[config.mk]
export PLATFORM = sky130hd
export DESIGN_NAME = msb_first_bit_packer
export DESIGN_NICKNAME = d
export VERILOG_FILES = /design/src/rtl/mfbp_pkg.sv /design/src/rtl/mfbp_front.sv /design/src/rtl/mfbp_fifo.sv /design/src/rtl/mfbp_back.sv /design/src/rtl/msb_first_bit_packer.sv
export SDC_FILE = /design/constraint.sdc
export NUM_CORES = 1
export LEC_CHECK = 0
export BUFFER_PORTS_ARGS = -buffer_cell sky130_fd_sc_hd__buf_4
export CORE_MARGIN = 2
export CORE_UTILIZATION = 57
export CTS_BUF_LIST = sky130_fd_sc_hd__clkbuf_4 sky130_fd_sc_hd__clkbuf_8
export DETAILED_ROUTE_END_ITERATION = 10
export HOLD_SLACK_MARGIN = 0.03
export PLACE_DENSITY = 0.88
export SLEW_MARGIN = 20
export SYNTH_ARGS = -nofsm -noshare
export SYNTH_HDL_FRONTEND = slang
export SYNTH_SLANG_ARGS = --single-unit
[constraint.sdc]
create_clock -name clk_i -period 3.7 [get_ports clk_i]
set_input_delay 0.185 -clock clk_i [delete_from_list [all_inputs] [get_ports clk_i]]
set_output_delay 0.185 -clock clk_i [all_outputs]
set_load 0.03 [all_outputs]
[src/rtl/mfbp_pkg.sv]
// shared types and constants of the msb-first bit packer
// no dependencies
package mfbp_pkg;

  localparam int unsigned ValueW  = 32;
  localparam int unsigned CountW  = 6;
  localparam int unsigned ByteW   = 8;
  localparam int unsigned FillW   = 3;
  localparam int unsigned NbytesW = 3;
  localparam int unsigned AccW    = ValueW + ByteW;

  typedef enum logic {
    ACT_WRITE = 1'b0,
    ACT_FLUSH = 1'b1
  } action_e;

  // one classified item waiting for the byte stage
  typedef struct packed {
    logic [ValueW-1:0]  word;      // completed bytes, first byte in the top bits
    logic [NbytesW-1:0] nbytes;    // 0..4 bytes
    logic               rejected;
  } entry_t;

endpackage

[src/rtl/mfbp_front.sv]
// front stage: accepts items, checks widths, packs bits into the accumulator
// depends on mfbp_pkg
module mfbp_front #(
  parameter int unsigned MAX_CODE_BITS = 32
) (
  input  logic                          clk_i,
  input  logic                          rst_ni,
  input  logic                          in_valid_i,
  input  mfbp_pkg::action_e             action_i,
  input  logic [mfbp_pkg::ValueW-1:0]   value_i,
  input  logic [mfbp_pkg::CountW-1:0]   bit_count_i,
  input  logic                          push_ready_i,
  output logic                          in_ready_o,
  output logic                          push_o,
  output mfbp_pkg::entry_t              entry_o
);

  logic [mfbp_pkg::ByteW-1:0]   pending_q, pending_d;
  logic [mfbp_pkg::FillW-1:0]   filled_q, filled_d;
  logic                         accept;
  logic                         reject;
  logic [mfbp_pkg::AccW-1:0]    acc;
  logic [mfbp_pkg::CountW-1:0]  shamt;
  logic [mfbp_pkg::CountW-1:0]  total;
  logic [mfbp_pkg::ByteW-1:0]   rest;

  assign in_ready_o = push_ready_i;
  assign accept     = in_valid_i && push_ready_i;
  assign push_o     = accept;

  assign reject = (bit_count_i > mfbp_pkg::CountW'(mfbp_pkg::ValueW))
               || (32'(bit_count_i) > MAX_CODE_BITS)
               || ((value_i >> bit_count_i) != '0);

  // place the code right after the pending bits, msb first
  assign shamt = mfbp_pkg::CountW'(mfbp_pkg::AccW) - mfbp_pkg::CountW'(filled_q) - bit_count_i;
  assign acc   = {pending_q, {mfbp_pkg::ValueW{1'b0}}}
               | ({{mfbp_pkg::ByteW{1'b0}}, value_i} << shamt);
  assign total = mfbp_pkg::CountW'(filled_q) + bit_count_i;

  always_comb begin
    case (total[5:3])
      3'd0:    rest = acc[39:32];
      3'd1:    rest = acc[31:24];
      3'd2:    rest = acc[23:16];
      3'd3:    rest = acc[15:8];
      default: rest = acc[7:0];
    endcase
  end

  always_comb begin
    pending_d = pending_q;
    filled_d  = filled_q;
    entry_o   = '0;
    if (action_i == mfbp_pkg::ACT_FLUSH) begin
      entry_o.word   = {pending_q, {(mfbp_pkg::ValueW - mfbp_pkg::ByteW){1'b0}}};
      entry_o.nbytes = (filled_q != '0) ? mfbp_pkg::NbytesW'(1) : '0;
      if (accept) begin
        pending_d = '0;
        filled_d  = '0;
      end
    end else if (reject) begin
      entry_o.rejected = 1'b1;
    end else begin
      entry_o.word   = acc[mfbp_pkg::AccW-1 -: mfbp_pkg::ValueW];
      entry_o.nbytes = total[5:3];
      if (accept) begin
        pending_d = rest;
        filled_d  = total[2:0];
      end
    end
  end

  always_ff @(posedge clk_i or negedge rst_ni) begin
    if (!rst_ni) begin
      pending_q <= '0;
      filled_q  <= '0;
    end else begin
      pending_q <= pending_d;
      filled_q  <= filled_d;
    end
  end

endmodule

[src/rtl/mfbp_fifo.sv]
// two-entry queue between the front and the byte stage
// depends on mfbp_pkg
module mfbp_fifo (
  input  logic              clk_i,
  input  logic              rst_ni,
  input  logic              push_i,
  input  mfbp_pkg::entry_t  entry_i,
  output logic              push_ready_o,
  input  logic              pop_i,
  output logic              head_valid_o,
  output mfbp_pkg::entry_t  head_o
);

  mfbp_pkg::entry_t mem_q [2];
  logic             wr_ptr_q, wr_ptr_d;
  logic             rd_ptr_q, rd_ptr_d;
  logic [1:0]       count_q, count_d;
  logic             do_push, do_pop;

  assign push_ready_o = (count_q != 2'd2);
  assign head_valid_o = (count_q != 2'd0);
  assign head_o       = mem_q[rd_ptr_q];
  assign do_push      = push_i && push_ready_o;
  assign do_pop       = pop_i && head_valid_o;

  always_comb begin
    wr_ptr_d = do_push ? ~wr_ptr_q : wr_ptr_q;
    rd_ptr_d = do_pop ? ~rd_ptr_q : rd_ptr_q;
    count_d  = count_q + 2'(do_push) - 2'(do_pop);
  end

  always_ff @(posedge clk_i) begin
    if (do_push) begin
      mem_q[wr_ptr_q] <= entry_i;
    end
  end

  always_ff @(posedge clk_i or negedge rst_ni) begin
    if (!rst_ni) begin
      wr_ptr_q <= 1'b0;
      rd_ptr_q <= 1'b0;
      count_q  <= 2'd0;
    end else begin
      wr_ptr_q <= wr_ptr_d;
      rd_ptr_q <= rd_ptr_d;
      count_q  <= count_d;
    end
  end

endmodule

[src/rtl/mfbp_back.sv]
// byte stage: emits each head entry's bytes, or one status result, one per cycle
// while the output is ready; depends on mfbp_pkg
module mfbp_back (
  input  logic                        clk_i,
  input  logic                        rst_ni,
  input  logic                        head_valid_i,
  input  mfbp_pkg::entry_t            head_i,
  output logic                        pop_o,
  output logic                        out_valid_o,
  input  logic                        out_ready_i,
  output logic [mfbp_pkg::ByteW-1:0]  out_byte_o,
  output logic                        byte_valid_o,
  output logic                        rejected_o,
  output logic                        last_o
);

  logic [1:0] idx_q, idx_d;
  logic       fire;
  logic       has_bytes;

  assign has_bytes    = (head_i.nbytes != '0);
  assign out_valid_o  = head_valid_i;
  assign fire         = head_valid_i && out_ready_i;
  assign byte_valid_o = has_bytes;
  assign rejected_o   = head_i.rejected;
  assign last_o       = !has_bytes
                     || (mfbp_pkg::NbytesW'(idx_q) == head_i.nbytes - mfbp_pkg::NbytesW'(1));
  assign pop_o        = fire && last_o;

  always_comb begin
    if (!has_bytes) begin
      out_byte_o = '0;
    end else begin
      case (idx_q)
        2'd0:    out_byte_o = head_i.word[31:24];
        2'd1:    out_byte_o = head_i.word[23:16];
        2'd2:    out_byte_o = head_i.word[15:8];
        default: out_byte_o = head_i.word[7:0];
      endcase
    end
  end

  always_comb begin
    idx_d = idx_q;
    if (fire) begin
      idx_d = last_o ? 2'd0 : idx_q + 2'd1;
    end
  end

  always_ff @(posedge clk_i or negedge rst_ni) begin
    if (!rst_ni) begin
      idx_q <= 2'd0;
    end else begin
      idx_q <= idx_d;
    end
  end

endmodule

[src/rtl/msb_first_bit_packer.sv]
// msb-first bit packer: packs variable-length codes (0..32 bits) into bytes,
// first bit in bit 7. each input item yields one result per completed byte,
// or a single status result when no byte completes or the write is refused;
// the final result of an item carries tlast. a write whose value does not fit
// its bit count (or whose count exceeds 32 or MAX_CODE_BITS) is refused and
// leaves the accumulator untouched. a flush emits a partly filled byte padded
// with zeros and clears the accumulator. the front classifies an item and
// updates the accumulator in its accept cycle, so a new item can enter every
// cycle while the queue has room; a two-entry queue hands the work to the byte
// stage, which sends one result per cycle while the output is ready. an item
// yields max(1, bytes) results, up to 4; the byte output port sets the sustained
// rate. depends on mfbp_pkg, mfbp_front, mfbp_fifo and mfbp_back.
module msb_first_bit_packer #(
  parameter int unsigned MAX_CODE_BITS = 32
) (
  input  logic        clk_i,
  input  logic        rst_ni,
  // input item stream
  input  logic        s_axis_tvalid,
  output logic        s_axis_tready,
  input  logic [39:0] s_axis_tdata,   // [31:0] value, [37:32] bit_count, rest zero
  input  logic        s_axis_tuser,   // [0] action: 0 write, 1 flush
  // result stream
  output logic        m_axis_tvalid,
  input  logic        m_axis_tready,
  output logic [7:0]  m_axis_tdata,   // [7:0] out_byte
  output logic [1:0]  m_axis_tuser,   // [0] byte_valid, [1] rejected
  output logic        m_axis_tlast    // last result of the item
);

  // front to queue
  logic             push;
  logic             push_ready;
  mfbp_pkg::entry_t push_entry;
  // queue to byte stage
  logic             head_valid;
  logic             pop;
  mfbp_pkg::entry_t head;
  mfbp_pkg::action_e action;

  assign action = mfbp_pkg::action_e'(s_axis_tuser);

  mfbp_front #(
    .MAX_CODE_BITS (MAX_CODE_BITS)
  ) u_front (
    .clk_i        (clk_i),
    .rst_ni       (rst_ni),
    .in_valid_i   (s_axis_tvalid),
    .action_i     (action),
    .value_i      (s_axis_tdata[31:0]),
    .bit_count_i  (s_axis_tdata[37:32]),
    .push_ready_i (push_ready),
    .in_ready_o   (s_axis_tready),
    .push_o       (push),
    .entry_o      (push_entry)
  );

  // queue lets the front keep accepting while bytes drain
  mfbp_fifo u_fifo (
    .clk_i        (clk_i),
    .rst_ni       (rst_ni),
    .push_i       (push),
    .entry_i      (push_entry),
    .push_ready_o (push_ready),
    .pop_i        (pop),
    .head_valid_o (head_valid),
    .head_o       (head)
  );

  mfbp_back u_back (
    .clk_i        (clk_i),
    .rst_ni       (rst_ni),
    .head_valid_i (head_valid),
    .head_i       (head),
    .pop_o        (pop),
    .out_valid_o  (m_axis_tvalid),
    .out_ready_i  (m_axis_tready),
    .out_byte_o   (m_axis_tdata),
    .byte_valid_o (m_axis_tuser[0]),
    .rejected_o   (m_axis_tuser[1]),
    .last_o       (m_axis_tlast)
  );

endmodule

### Word-level counts from Yosys, hierarchy flattened

Memory sizes are Yosys's and may differ from the RTL's.
Index checks and enable logic that the tools add are counted.

* equality and inequality tests: 8
* add/sub/neg operators: 7
* magnitude comparators: 2
* reductions and logical operators: 16
* bitwise logic cells: 3
* shift operators: 2
* multiplexer cells: 19

Operator list (number)
* 35-bit 2-to-1 mux: 2
* 8-bit 2-to-1 mux: 5
* 40-bit bitwise OR: 1
* 32-bit by 6-bit << shifter with 40-bit output: 1
* 8-bit one-hot mux with 4 select lines: 1
* 32-bit nonzero test: 1
* 32-bit by 6-bit >> shifter with 32-bit output: 1
* 8-bit one-hot mux with 3 select lines: 1
* 6-bit > comparator, second input constant: 2
* 3-bit 2-to-1 mux: 4
* 3-bit by 6-bit adder with 6-bit output: 1
* 3-bit by 2-bit equality test with 1-bit output, second input constant: 2
* 3-bit nonzero test: 2
* 6-bit by 3-bit subtractor with 6-bit output, first input constant: 1
* 6-bit subtractor: 1
* 1-bit logical AND: 5
* 1-bit 2-to-1 mux: 5
* 2-bit inequality test, second input constant: 2
* 2-bit by 3-bit equality test with 1-bit output: 1
* 3-bit by 1-bit equality test with 1-bit output, second input constant: 1
* 3-bit logical NOT: 1
* 1-bit logical OR: 3
* 3-bit by 1-bit subtractor with 3-bit output, second input constant: 1
* 2-bit by 1-bit adder with 2-bit output: 1
* 10 further kinds: 11

* memories kept: 1
* bits in registers: 17
* bits of input ports: 45
* bits in writable memories: 72

Memory list
* u_fifo.mem_q: words 2, bits a word 36, read ports 1, clocked after Yosys merged registers in 0, wr ports 1, RTL line mfbp_fifo.sv:14 `mfbp_pkg::entry_t mem_q [2];`

### Longest topological paths before layout

Gate-level depths: netlist of the first run.

* depth after elaboration: 8
* mapped depth: 18
* gate-level depth less buffers: 14

### Modules after synthesis

Synthesis of the first run repeated with hierarchy kept, for this count alone.

* cell total of the unflattened synthesis: 780
* area, all modules: 7800.0 µm²

By module, submodules not included
* mfbp_front: cells an instance 594, area an instance 4445.5 µm², times used 1
* mfbp_fifo: cells an instance 129, area an instance 2920.3 µm², times used 1
* mfbp_back: cells an instance 57, area an instance 434.2 µm², times used 1

### Worst setup path before layout of the first run

OpenSTA, ideal clock, no wires.

* kind: register -> register
* start: register u_front.filled_q[1] (netlist name)
* end: register u_front.pending_q[7] (netlist name)
* data arrival time: 3.483 ns
* cell stages (with the launch flop): 16
* path slack: 0.096 ns
* setup time: 0.121 ns
* clock period less this slack: 3.604 ns
* cell sequence: dfrtp_1 ha_1 inv_1 ha_1 inv_1 fa_1 clkbuf_1 buf_1 clkbuf_1 mux2i_1 nand2_1 nand2_1 nor3_1 nor4_1 a21boi_0 o22a_1

* cells in the longest elaborated chain, start to end: 8
* elaborated cells on any way between the ends: 13

RTL lines
* start, declared: RTL line mfbp_front.sv:19 `logic [mfbp_pkg::FillW-1:0] filled_q, filled_d;`
* start signal, assigned: RTL line mfbp_front.sv:80 `filled_q <= filled_d;`
* 6-bit by 3-bit subtractor with 6-bit output: RTL line mfbp_front.sv:36 `assign shamt = mfbp_pkg::CountW'(mfbp_pkg::AccW) - mfbp_pkg::CountW'(filled_q) - bit_count_i;`
* 6-bit subtractor: RTL line mfbp_front.sv:36
* 32-bit by 6-bit << shifter with 40-bit output: RTL line mfbp_front.sv:38 `| ({{mfbp_pkg::ByteW{1'b0}}, value_i} << shamt);`
* 40-bit bitwise OR: RTL line mfbp_front.sv:38
* 8-bit one-hot mux with 4 select lines *: RTL line mfbp_front.sv:42 `case (total[5:3])`
* 8-bit 2-to-1 mux *: RTL line mfbp_front.sv:67 `if (accept) begin`
* 8-bit 2-to-1 mux *: RTL line mfbp_front.sv:62 `end else if (reject) begin`
* 8-bit 2-to-1 mux *: RTL line mfbp_front.sv:55 `if (action_i == mfbp_pkg::ACT_FLUSH) begin`
* end signal, assigned: RTL line mfbp_front.sv:79 `pending_q <= pending_d;`
* end, declared: RTL line mfbp_front.sv:18 `logic [mfbp_pkg::ByteW-1:0] pending_q, pending_d;`

Every way passes the cells marked *; elsewhere a longest branch is shown, timed or not. The select of a mux whose other input is x is not followed.
A chain may end at the register's enable or synchronous reset.

### Final worst setup path of the first run

* start: register u_front.filled_q[1] (netlist name)
* end: register u_front.pending_q[1] (netlist name)

The elaborated chain is that of the path after synthesis.

==> flow_summary.ini, run 1 <==
[logic_synthesis]
syn_inst = 763
postSynthAreaPerCell_um2 = 9.80
synth-edff-count = 72
yosys_warnings = 0
synth_top_area_share_pct = 28.9
yosysSeqAreaShare_pct = 34.6
synth_top_cell_by_area = edfxtp_1
ys_types = 77
ys_ff_latch = 89
synth.cell_area_um2 = 7480
synth_nets = 829
synth_async_sr_flop_share_pct = 19.1
synthTopCellsByArea = edfxtp_1 29%, mux4_2 8.4%, mux2i_1 8.3%
ys.flop_type = edfxtp_1

[clock_tree]
cts_buffer_depth = 2
clkSinkCount = 89
ctsRootBufferMaster = clkbuf_8
clock_latency_ps = 370
clkTransAtPathRegs_ps = 100
cts_made_buffers = 9
cts_tree = done
htree_levels = 3

[pwr]
p_sw_share_pct = 47.6
ir_worst_vdd_v = 0.000390
pwr_density_cell_nw_per_um2 = 762
clkPwrFrac_pct = 11.1
power_switching_w = 0.00312
pwr-share-comb_pct = 65.4
p_leak_nw = 3.38
p_seq_share_pct = 23.6
p_int_w = 0.00343

[detailed_routing]
num_vias = 6854
dr.first_iter.drc_count = 970
drc = 0
vias_per_cell = 6.84
routedWlPerCell_um = 21.0
drt_first_pass_iters = 6
routed_wl_mm = 21.0
ant_nets = 0

[global_routing]
grt-ovfl-total = 0
grt_pass1_wl_mm = 33.6
grt_pass1_vias = 6597
met2_usage_pct = 50.1
antenna_found_initial = 0
use_met3_pct = 4.78
grt_max_degree = 37
top_usage_layer = met2
use_met1_pct = 39.3
grt_usage_pct = 29.9

[placement]
gp_congestion = 1.05
dp.cells = 984
io_buffers = 55
place_area_um2 = 8270
dp_hpwl_mm = 15.6
pre_cts_ws_ps = 40.5

[timing]
fin_ws_ps = 59.4
setup_violations = 0
worst_hold_slack_ps = 184
worst_pin_slew_ps = 1070
clock.fmax_ghz = 0.275
finalCriticalPeriod_ps = 3640
drv_slew = 0
fin_crit_sh_pct = 98.4
skew_ps = 13.2
relSlewSlack_pct = 28.6
hold_violations = 0

[critical_path]
cp.required_ps = 4010
crit_fanout = 12
worstSetupEndpointType = flop
path_class = reg -> reg
start_kind = flop
worstPathArrival_ps = 3950

[layout]
final_nets = 891
utilization_pct = 67.7
drive_gt1_share_pct = 24.1
final_cell_mix = 96 x buf_4, 82 x nor2_1, 72 x edfxtp_1
diodes = 0
fin_area_um2 = 8610
mostFrequentLayoutCell = buf_4
area_delta_synth_final_pct = 15.1
instances_no_fill = 1002

[status]
status = finished clean

[floorplan]
rows = 41
core-area_um2 = 12700
dieWidth_um = 119
chipHeight_um = 119
pin_count = 58
dieArea_um2 = 14100
initial_core_util_pct = 58.8

[min_path]
holdCritPathClass = in -> reg

[job]
drv_cap = 0
==> cell usage after synthesis (6+ instances only) <==
cell / n
buf_1: 6
inv_1: 39
o22a_1: 6
nor2b_1: 14
edfxtp_1: 72
a21o_1: 6
mux2_2: 8
buf_4: 6
a31oi_1: 14
ha_1: 19
nand2_1: 62
mux2i_1: 62
buf_6: 6
a222oi_1: 16
dfrtp_1: 17
o21ai_0: 20
a22oi_1: 10
buf_2: 8
a21oi_1: 29
a211oi_1: 24
and2_1: 6
mux4_2: 28
nand3_1: 7
nand2b_1: 6
nor3_1: 28
nor2_1: 83
and3_1: 7
a211o_1: 6
xnor2_1: 13
clkbuf_1: 26
==> area by class of cell <==
type                    instances  area (µm²)
clock buffers                  10         131
clock inverters                 6        73.8
fillers                      1007        4110
inverters                      43         164
multi-input cells             579        4600
flip-flops and latches         89        2590
well taps                     172         215
repair buffers                103         842
==> repair_timing <==
action | in CTS | in global routing
gates resized for setup | 0 | 23
hold buffers | 1 | 0
buffers inserted | 0 | 1
endpoints found under the hold margin | 17 | 0
setup endpoints to repair | 0 | 11
==> power by group through the flow <==
| stage | combinational (W) | clock [W] | sequential (W) |
|---|---|---|---|
| 5_1_grt | 0.00458 | 0.000757 | 0.00157 |
| 6_report | 0.00429 | 0.000726 | 0.00155 |
| 4_1_cts | 0.00407 | 0.000723 | 0.00154 |
| 3_3_place_gp | 0.00397 | 0 | 0.00155 |
| 3_5_place_dp | 0.00405 | 0 | 0.00157 |
| 2_1_floorplan | 0.00280 | 0 | 0.00153 |
==> sequential cells by signal, indices dropped and copies added (netlist names) <==
signal	cells
u_front.pending_q	8
u_front.filled_q	3
u_fifo.wr_ptr_q	1
u_fifo.mem_q	72
u_fifo.rd_ptr_q	1
u_fifo.count_q	2
u_back.idx_q	2
==> stage by stage <==
| stage | setup TNS, ps | total power [W] |
|---|---|---|
| final | 0 | 0.00656 |
| after global routing | -113 | 0.00690 |
| after CTS | 0 | 0.00634 |
| after detailed placement | 0 | 0.00562 |
| after global placement | 0 | 0.00552 |
| after floorplan | 0 | 0.00432 |
==> worst max-delay path: stages (launching register included) <==
cell and delay, ps:
dfrtp_1 400, ha_1 310, inv_1 70, ha_1 160, inv_1 60, fa_1 550, buf_6 200, nor2b_2 180
a22o_1 210, a221oi_1 270, or2_2 180, a21oi_2 80, a211oi_1 400, nor3_2 90, a211oi_1 240, o22a_1 160
==> path summary, 6_finish.rpt <==
| kind | startpoint | to | slack, ps | depth (start not counted) |
|---|---|---|---|---|
| max in group asynchronous | rst_ni | u_front.pending_q[3] | 3250 | 2 |
| worst min register to register | u_front.pending_q[6] | u_front.pending_q[6] | 500 | 1 |
| worst max-delay path | u_front.filled_q[1] | u_front.pending_q[1] | 60 | 15 |
| min in group asynchronous | rst_ni | u_front.pending_q[4] | 230 | 2 |
| worst min-delay path | m_axis_tready | u_back.idx_q[1] | 180 | 4 |
| worst max register to register | u_front.filled_q[1] | u_front.pending_q[1] | 60 | 15 |
==> kinds of logic (layout without fill, tap and decap cells) <==
family	after synthesis	in the layout	synth area share, %
buf+inv	95	162	5.81
compound gates	198	198	20.1
simple gates	242	242	15.3
mux	99	99	18.1
fa+ha+maj	21	21	3.71
flops	89	89	34.6
xor+xnor	19	19	2.33
==> routing by layer <==
metal | wire length (µm) | vias to the layer above
li1 | - | 3061
met1 | 8380 | 3332
met2 | 10200 | 391
met3 | 1790 | 70
met4 | 643 | 0
met5 | 0 | -
Power figures use the tool's default switching activity.
==> run 2, diff against run 1 <==
CORE_UTILIZATION = 55   (was 57)
PLACE_DENSITY = 0.8   (was 0.88)
TNS_END_PERCENT = 50   (was default)
==> run 2 against run 1 <==
- clock power increased by 5.0%
- utilization decreased by 2.8 points
- die area increased by 3.5%
- sequential cell count unchanged
- count of clock-buffer cells in the layout increased by 2
- wire length increased by 4.8%
- final cell count increased by 0.70%
- maximum frequency increased by 3.2%
- highest routed layer unchanged
==> flow_summary.ini, run 2 (synthesized netlist as in run 1, its figures left out) <==
[status]
status = finished clean

[placement]
dp_hpwl_mm = 16.9
dp.cells = 992
gp_congestion = 0.970
io_buffers = 55

[min_path]
hold_path.startpoint = m_axis_tready
hold_end = u_back.idx_q[1]
whs_path_depth = 4
holdCritPathClass = in -> reg

[critical_path]
crit_fanout = 22
crit_chain = ha_1 -> inv_1 -> ha_1 -> buf_4 -> clkinv_1 -> mux2i_1 -> and3_1 -> a21oi_1 -> buf_4 -> a211o_1 -> a311o_1 -> a21oi_1
max_stage_delay_ps = 550
cp_num_buf_inv = 4
worstSetupEndpointType = flop
cp_top_family = compound AO/OA/AOI/OAI gates
critical_path.slowest_cell = mux2i_1
cp.required_ps = 3980
rr_endpoint = u_front.pending_q[3]
start_kind = flop
startpoint = u_front.filled_q[1]
rrSetupSlack_ps = 170
rr_startpoint = u_front.filled_q[1]
reg2reg_depth = 12
worstPathArrival_ps = 3810
path_class = reg -> reg

[layout]
mostFrequentLayoutCell = buf_4
final_nets = 894
instances_no_fill = 1009
top_regs = u_fifo.mem_q: 72 flops, u_front.pending_q: 8 flops, u_front.filled_q: 3 flops
nFillCells = 1114
final_cell_mix = 101 x buf_4, 82 x nor2_1, 72 x edfxtp_1
largest-register = u_fifo.mem_q
area_delta_synth_final_pct = 14.8
largest_reg_flops = 72
drive_gt1_share_pct = 23.4
diodes = 0

[floorplan]
pin_count = 58
chipHeight_um = 121
rows = 42
initial_core_util_pct = 56.5
dieWidth_um = 121
dieArea_um2 = 14500
core-area_um2 = 13200

[clock_tree]
cts_made_buffers = 9
clkTransAtPathRegs_ps = 80
clkSinkCount = 89
cts_tree = done
cts_setup_buffers = 0
cts_buffer_depth = 2
htree_levels = 3
ctsRootBufferMaster = clkbuf_8
clock_latency_ps = 370

[global_routing]
grt_max_degree = 39
grt_pass1_wl_mm = 34.4
antenna_found_initial = 0
grt_pass1_vias = 6444
grt_usage_pct = 30.5
grt-ovfl-total = 0

[detailed_routing]
routedWlPerCell_um = 21.9
drt-met1-wl_mm = 9.50
vias_per_cell = 6.70
met2_length_mm = 10.3
wl_met3_mm = 1.79
routed_wl_mm = 22.1
dr.first_iter.drc_count = 722
drc = 0
drt_first_pass_iters = 10
dr.max_layer_used = met4
num_vias = 6762
ant_nets = 0

[timing]
finalCriticalPeriod_ps = 3530
worst_pin_slew_ps = 976
final.setup.tns_ps = 0
hold_violations = 0
rsz0062_at_grt = true
relSlewSlack_pct = 35.0
fin_crit_sh_pct = 95.4
drv_slew = 0
skew_ps = 11.3
setup_violations = 0
clock.fmax_ghz = 0.283

[pwr]
ir_worst_vdd_v = 0.000629
total_power_w = 0.00666
p_leak_nw = 3.40
pwr_density_cell_nw_per_um2 = 776

[job]
drv_cap = 0
run 2: changes by cell type in the layout (fill, tap and decap cells not counted), sizes merged:
cell / change
bufinv: +1
clkinvlp: -1
buf: +3
inv: -3
clkbuf: +2
clkinv: +1
run 2: where the power goes:
| group | switching, W | internal [W] | total (W) |
|---|---|---|---|
| combinational | 0.00266 | 0.00170 | 0.00435 |
| sequential | 0.000129 | 0.00142 | 0.00155 |
| clock | 0.000336 | 0.000426 | 0.000762 |
| total | 0.00312 | 0.00354 | 0.00666 |
run 2: cell type report:
| class | count | area, µm² | area share (%) |
|---|---|---|---|
| Inverter | 43 | 164 | 1.91 |
| Timing Repair Buffer | 106 | 848 | 9.88 |
| Tap cell | 176 | 220 | 2.56 |
| Multi-Input combinational cell | 579 | 4530 | 52.8 |
| Sequential cell | 89 | 2590 | 30.1 |
| Clock inverter | 4 | 76.3 | 0.889 |
| Clock buffer | 12 | 159 | 1.85 |
run 2: how the worst max path moves through the flow:
stage	end	depth (start not counted)
after floorplan	u_front.pending_q[7]	15
after global placement	u_front.pending_q[1]	15
final	u_front.pending_q[3]	12
after detailed placement	u_front.pending_q[6]	14
after CTS	u_front.pending_q[6]	14
after global routing	u_front.pending_q[7]	13
run 2: worst register-to-register path, stage by stage (launching register included):
cell and delay, ps:
dfrtp_1 390, ha_1 300, inv_1 50, ha_1 290
buf_4 280, clkinv_1 320, mux2i_1 560, and3_1 240
a21oi_1 70, buf_4 170, a211o_1 300, a311o_1 340
a21oi_1 140
run 2: timing repair:
item | in CTS | in global routing
hold buffers | 1 | 0
gates resized for setup | 0 | 13
setup endpoints to repair | 0 | 16
endpoints found under the hold margin | 17 | 0
run 2: routing by layer:
metal / up-vias / track usage [%]
met1: 3318 / 43.2
met2: 335 / 48.9
met5: - / 0
li1: 3060 / -
met4: 0 / 7.92
met3: 49 / 5.33
run 2: stage by stage:
step                      hold slack, ps  instance area [µm²]  setup slack, ps  util [%]
after floorplan                     -111                 7480             95.8         -
after global placement              79.5                 8290              174      62.6
after detailed placement            82.0                 8290             83.0      62.6
after CTS                            177                 8540             60.5      64.5
after global routing                 220                 8590            -17.6      64.8
final                                196                 8590              171      64.8
==> run 3, diff against run 2 <==
--- a/config.mk
+++ b/config.mk
@@ -17,2 +17,3 @@
 export SYNTH_HDL_FRONTEND = slang
+export SYNTH_HIERARCHICAL = 1
 export SYNTH_SLANG_ARGS = --single-unit
==> constraint.sdc (replaced) <==
create_clock -name clk_i -period 3.7 [get_ports clk_i]
set_input_delay 0.74 -clock clk_i [delete_from_list [all_inputs] [get_ports clk_i]]
set_output_delay 0.74 -clock clk_i [all_outputs]
set_load 0.03 [all_outputs]
==> run 3 against run 2 <==
- critical path depth up 5
- first-iteration DRC count fell by 0.97%
- hold slack improved by 42 ps
- sequential power is essentially flat
- non-clock buffer count grew 70
- wire length grew 3.1%
- synthesized cell count is 2.2% higher
- cell area increased by 9.1%
- combinational power rose by 4%
- power is 3.2% higher
- count of clock-buffer cells in the layout fell by 2
- final cell count rose by 8.4%
- critical endpoint is now u_front/pending_q[6]
==> flow_summary.ini, run 3 <==
[logic_synthesis]
synth_top_cell_by_area = edfxtp_1
syn_inst = 780
synth_most_common_cell = nor2_1
ys_ff_latch = 89
synth_common_cells = 95 x nor2_1, 72 x edfxtp_1, 69 x a21oi_1
yosys_warnings = 6
yosysSeqAreaShare_pct = 33.2
synthTopCellsByArea = edfxtp_1 28%, mux2i_1 7.4%, mux4_2 6.6%
synth_top_area_share_pct = 27.7
synth.cell_area_um2 = 7800
ys.flop_type = edfxtp_1
synth-edff-count = 72
ys_types = 72
synth_async_sr_flop_share_pct = 19.1
postSynthAreaPerCell_um2 = 10.0
synth_nets = 846

[clock_tree]
htree_levels = 3
cts_setup_buffers = 0
cts_made_buffers = 9
cts_buffer_depth = 2
clkSinkCount = 89
clkTransAtPathRegs_ps = 100
clock_latency_ps = 360
cts_hold_buf = 0
cts_tree = done
ctsRootBufferMaster = clkbuf_8

[detailed_routing]
dr.first_iter.drc_count = 715
routedWlPerCell_um = 20.8
ant_nets = 0
drt_first_pass_iters = 6
drc = 0
routed_wl_mm = 22.7
num_vias = 7024
vias_per_cell = 6.42

[layout]
area_delta_synth_final_pct = 20.1
utilization_pct = 67.5
seq_area_um2 = 2590
largest-register = u_fifo/mem_q
diodes = 0
mostFrequentLayoutCell = buf_4
multiInputGateArea_um2 = 4850
instances_no_fill = 1094
largest_reg_flops = 72
top_regs = u_fifo/mem_q: 72 flops, u_front/pending_q: 8 flops, u_front/filled_q: 3 flops
nFillCells = 1107
final_cell_mix = 171 x buf_4, 94 x nor2_1, 72 x edfxtp_1
final_nets = 975
drive_gt1_share_pct = 33.2
fin_area_um2 = 9370

[timing]
drv_slew = 0
clock.fmax_ghz = 0.283
worst_pin_slew_ps = 620
finalCriticalPeriod_ps = 3540
relSlewSlack_pct = 58.4
final.setup.tns_ps = 0
rsz0062_at_grt = false
worst_hold_slack_ps = 238
fin_crit_sh_pct = 95.6
hold_violations = 0
skew_ps = 14.0
setup_violations = 0

[placement]
place_area_um2 = 9110
dp.cells = 1078
gp_congestion = 1.00
dp_hpwl_mm = 17.6
io_buffers = 55

[pwr]
p_leak_nw = 3.93
p_seq_share_pct = 22.7
pwr-share-comb_pct = 66.0
p_int_w = 0.00392
clkPwrFrac_pct = 11.3
p_sw_share_pct = 43.0
ir_worst_vdd_v = 0.000297
pwr_density_cell_nw_per_um2 = 734
power_switching_w = 0.00296

[critical_path]
max_stage_delay_ps = 440
cp_num_buf_inv = 5
worstPathArrival_ps = 3780
start_kind = primary input
path_class = in -> reg
worstSetupEndpointType = flop
crit_fanout = 13
critical_path.slowest_cell = or4_1
cp_top_family = simple AND/OR/NAND/NOR gates
cp.required_ps = 3940
crit_chain = buf_4 -> ha_1 -> inv_1 -> ha_1 -> inv_1 -> fa_2 -> nor2b_1 -> or4_1 -> nand2_1 -> buf_4 -> nor2_1 -> buf_4 -> and3_1 -> nor4_1 -> a21oi_1 -> a21oi_1 -> a21oi_1

[floorplan]
rows = 43
dieArea_um2 = 15100
pin_count = 58
core-area_um2 = 13900
dieWidth_um = 123
chipHeight_um = 123
initial_core_util_pct = 56.2

[job]
drv_cap = 0

[global_routing]
antenna_found_initial = 0
use_met1_pct = 39.2
grt_pass1_wl_mm = 36.1
grt-ovfl-total = 0
use_met3_pct = 3.41
grt_usage_pct = 30.9
met2_usage_pct = 53.1
grt_max_degree = 37
top_usage_layer = met2
grt_pass1_vias = 6973

[status]
status = finished clean

[min_path]
holdCritPathClass = in -> async
==> run 3: changes by cell type after synthesis, sizes merged, moves of 12 or more <==
cell	change
a211oi	-15
a21oi	+38
inv	-20
mux2	+56
nand2	-18
nor2	+12
nor3	-14
==> run 3: stage by stage <==
step	worst slack, ps	total power, W
5_1_grt	28.4	0.00725
3_3_place_gp	-153	0.00591
2_1_floorplan	20.1	0.00436
4_1_cts	129	0.00681
3_5_place_dp	-205	0.00602
6_report	163	0.00688
==> run 3: worst reg2reg max path: stages, from the launching register on <==
cell and delay [ps]:
dfrtp_1 410, ha_1 310, inv_1 40, ha_1 180
inv_1 90, fa_2 300, nor2b_1 80, or4_1 440
nand2_1 150, buf_4 220, nor2_1 70, buf_4 150
and3_1 140, nor4_1 390, a21oi_1 130, a21oi_1 200
a21oi_1 60
==> run 3: kinds of logic (layout without fill, tap and decap cells) <==
family / count (synthesis) / in the layout / synth area share, %
AND/OR/NAND/NOR: 236 / 236 / 14.4
AO/OA/AOI/OAI: 188 / 188 / 16.5
multiplexers: 146 / 146 / 24.9
flip-flops: 89 / 89 / 33.2
buffers and inverters: 81 / 215 / 5.31
adder cells (fa/ha/maj): 21 / 21 / 3.56
XOR/XNOR: 19 / 19 / 2.23
==> run 3: power groups by stage <==
stage	clock network [W]	logic, W	registers [W]
2_1_floorplan	0	0.00285	0.00151
3_5_place_dp	0	0.00444	0.00158
5_1_grt	0.000823	0.00484	0.00159
6_report	0.000777	0.00454	0.00156
4_1_cts	0.000784	0.00446	0.00156
3_3_place_gp	0	0.00435	0.00156
==> run 3: path summary, 6_finish.rpt <==
check | from | endpoint | slack [ps] | cells after the start
worst min register to register | u_front/pending_q[1] | u_front/pending_q[1] | 510 | 1
worst min-delay path | rst_ni | u_back/idx_q[1] | 240 | 1
worst max-delay path | s_axis_tdata[33] | u_front/pending_q[6] | 160 | 17
min in group clk_i | u_front/pending_q[1] | u_front/pending_q[1] | 510 | 1
worst max register to register | u_front/filled_q[1] | u_front/pending_q[6] | 230 | 16
max in group asynchronous | rst_ni | u_fifo/rd_ptr_q | 3230 | 1
==> run 3: timing repair <==
item,4_1_cts,5_1_grt
resized for setup,0,5
endpoints found under the setup margin,0,14
endpoints found under the hold margin,0,0
==> run 3: final cells by class <==
| class | instances | share of cell area, % |
|---|---|---|
| Clock buffer | 10 | 1.47 |
| Clock inverter | 6 | 1.04 |
| Inverter | 23 | 0.921 |
| Multi-Input combinational cell | 610 | 51.8 |
| Sequential cell | 89 | 27.6 |
| Tap cell | 180 | 2.40 |
| Timing Repair Buffer | 176 | 14.8 |
==> run 3: layer usage <==
metal  share of wire, %  routed length, µm
met1                 40               9090
met3                6.6               1500
met4                4.0                918
met5                  0                  0
met2                 49              11200
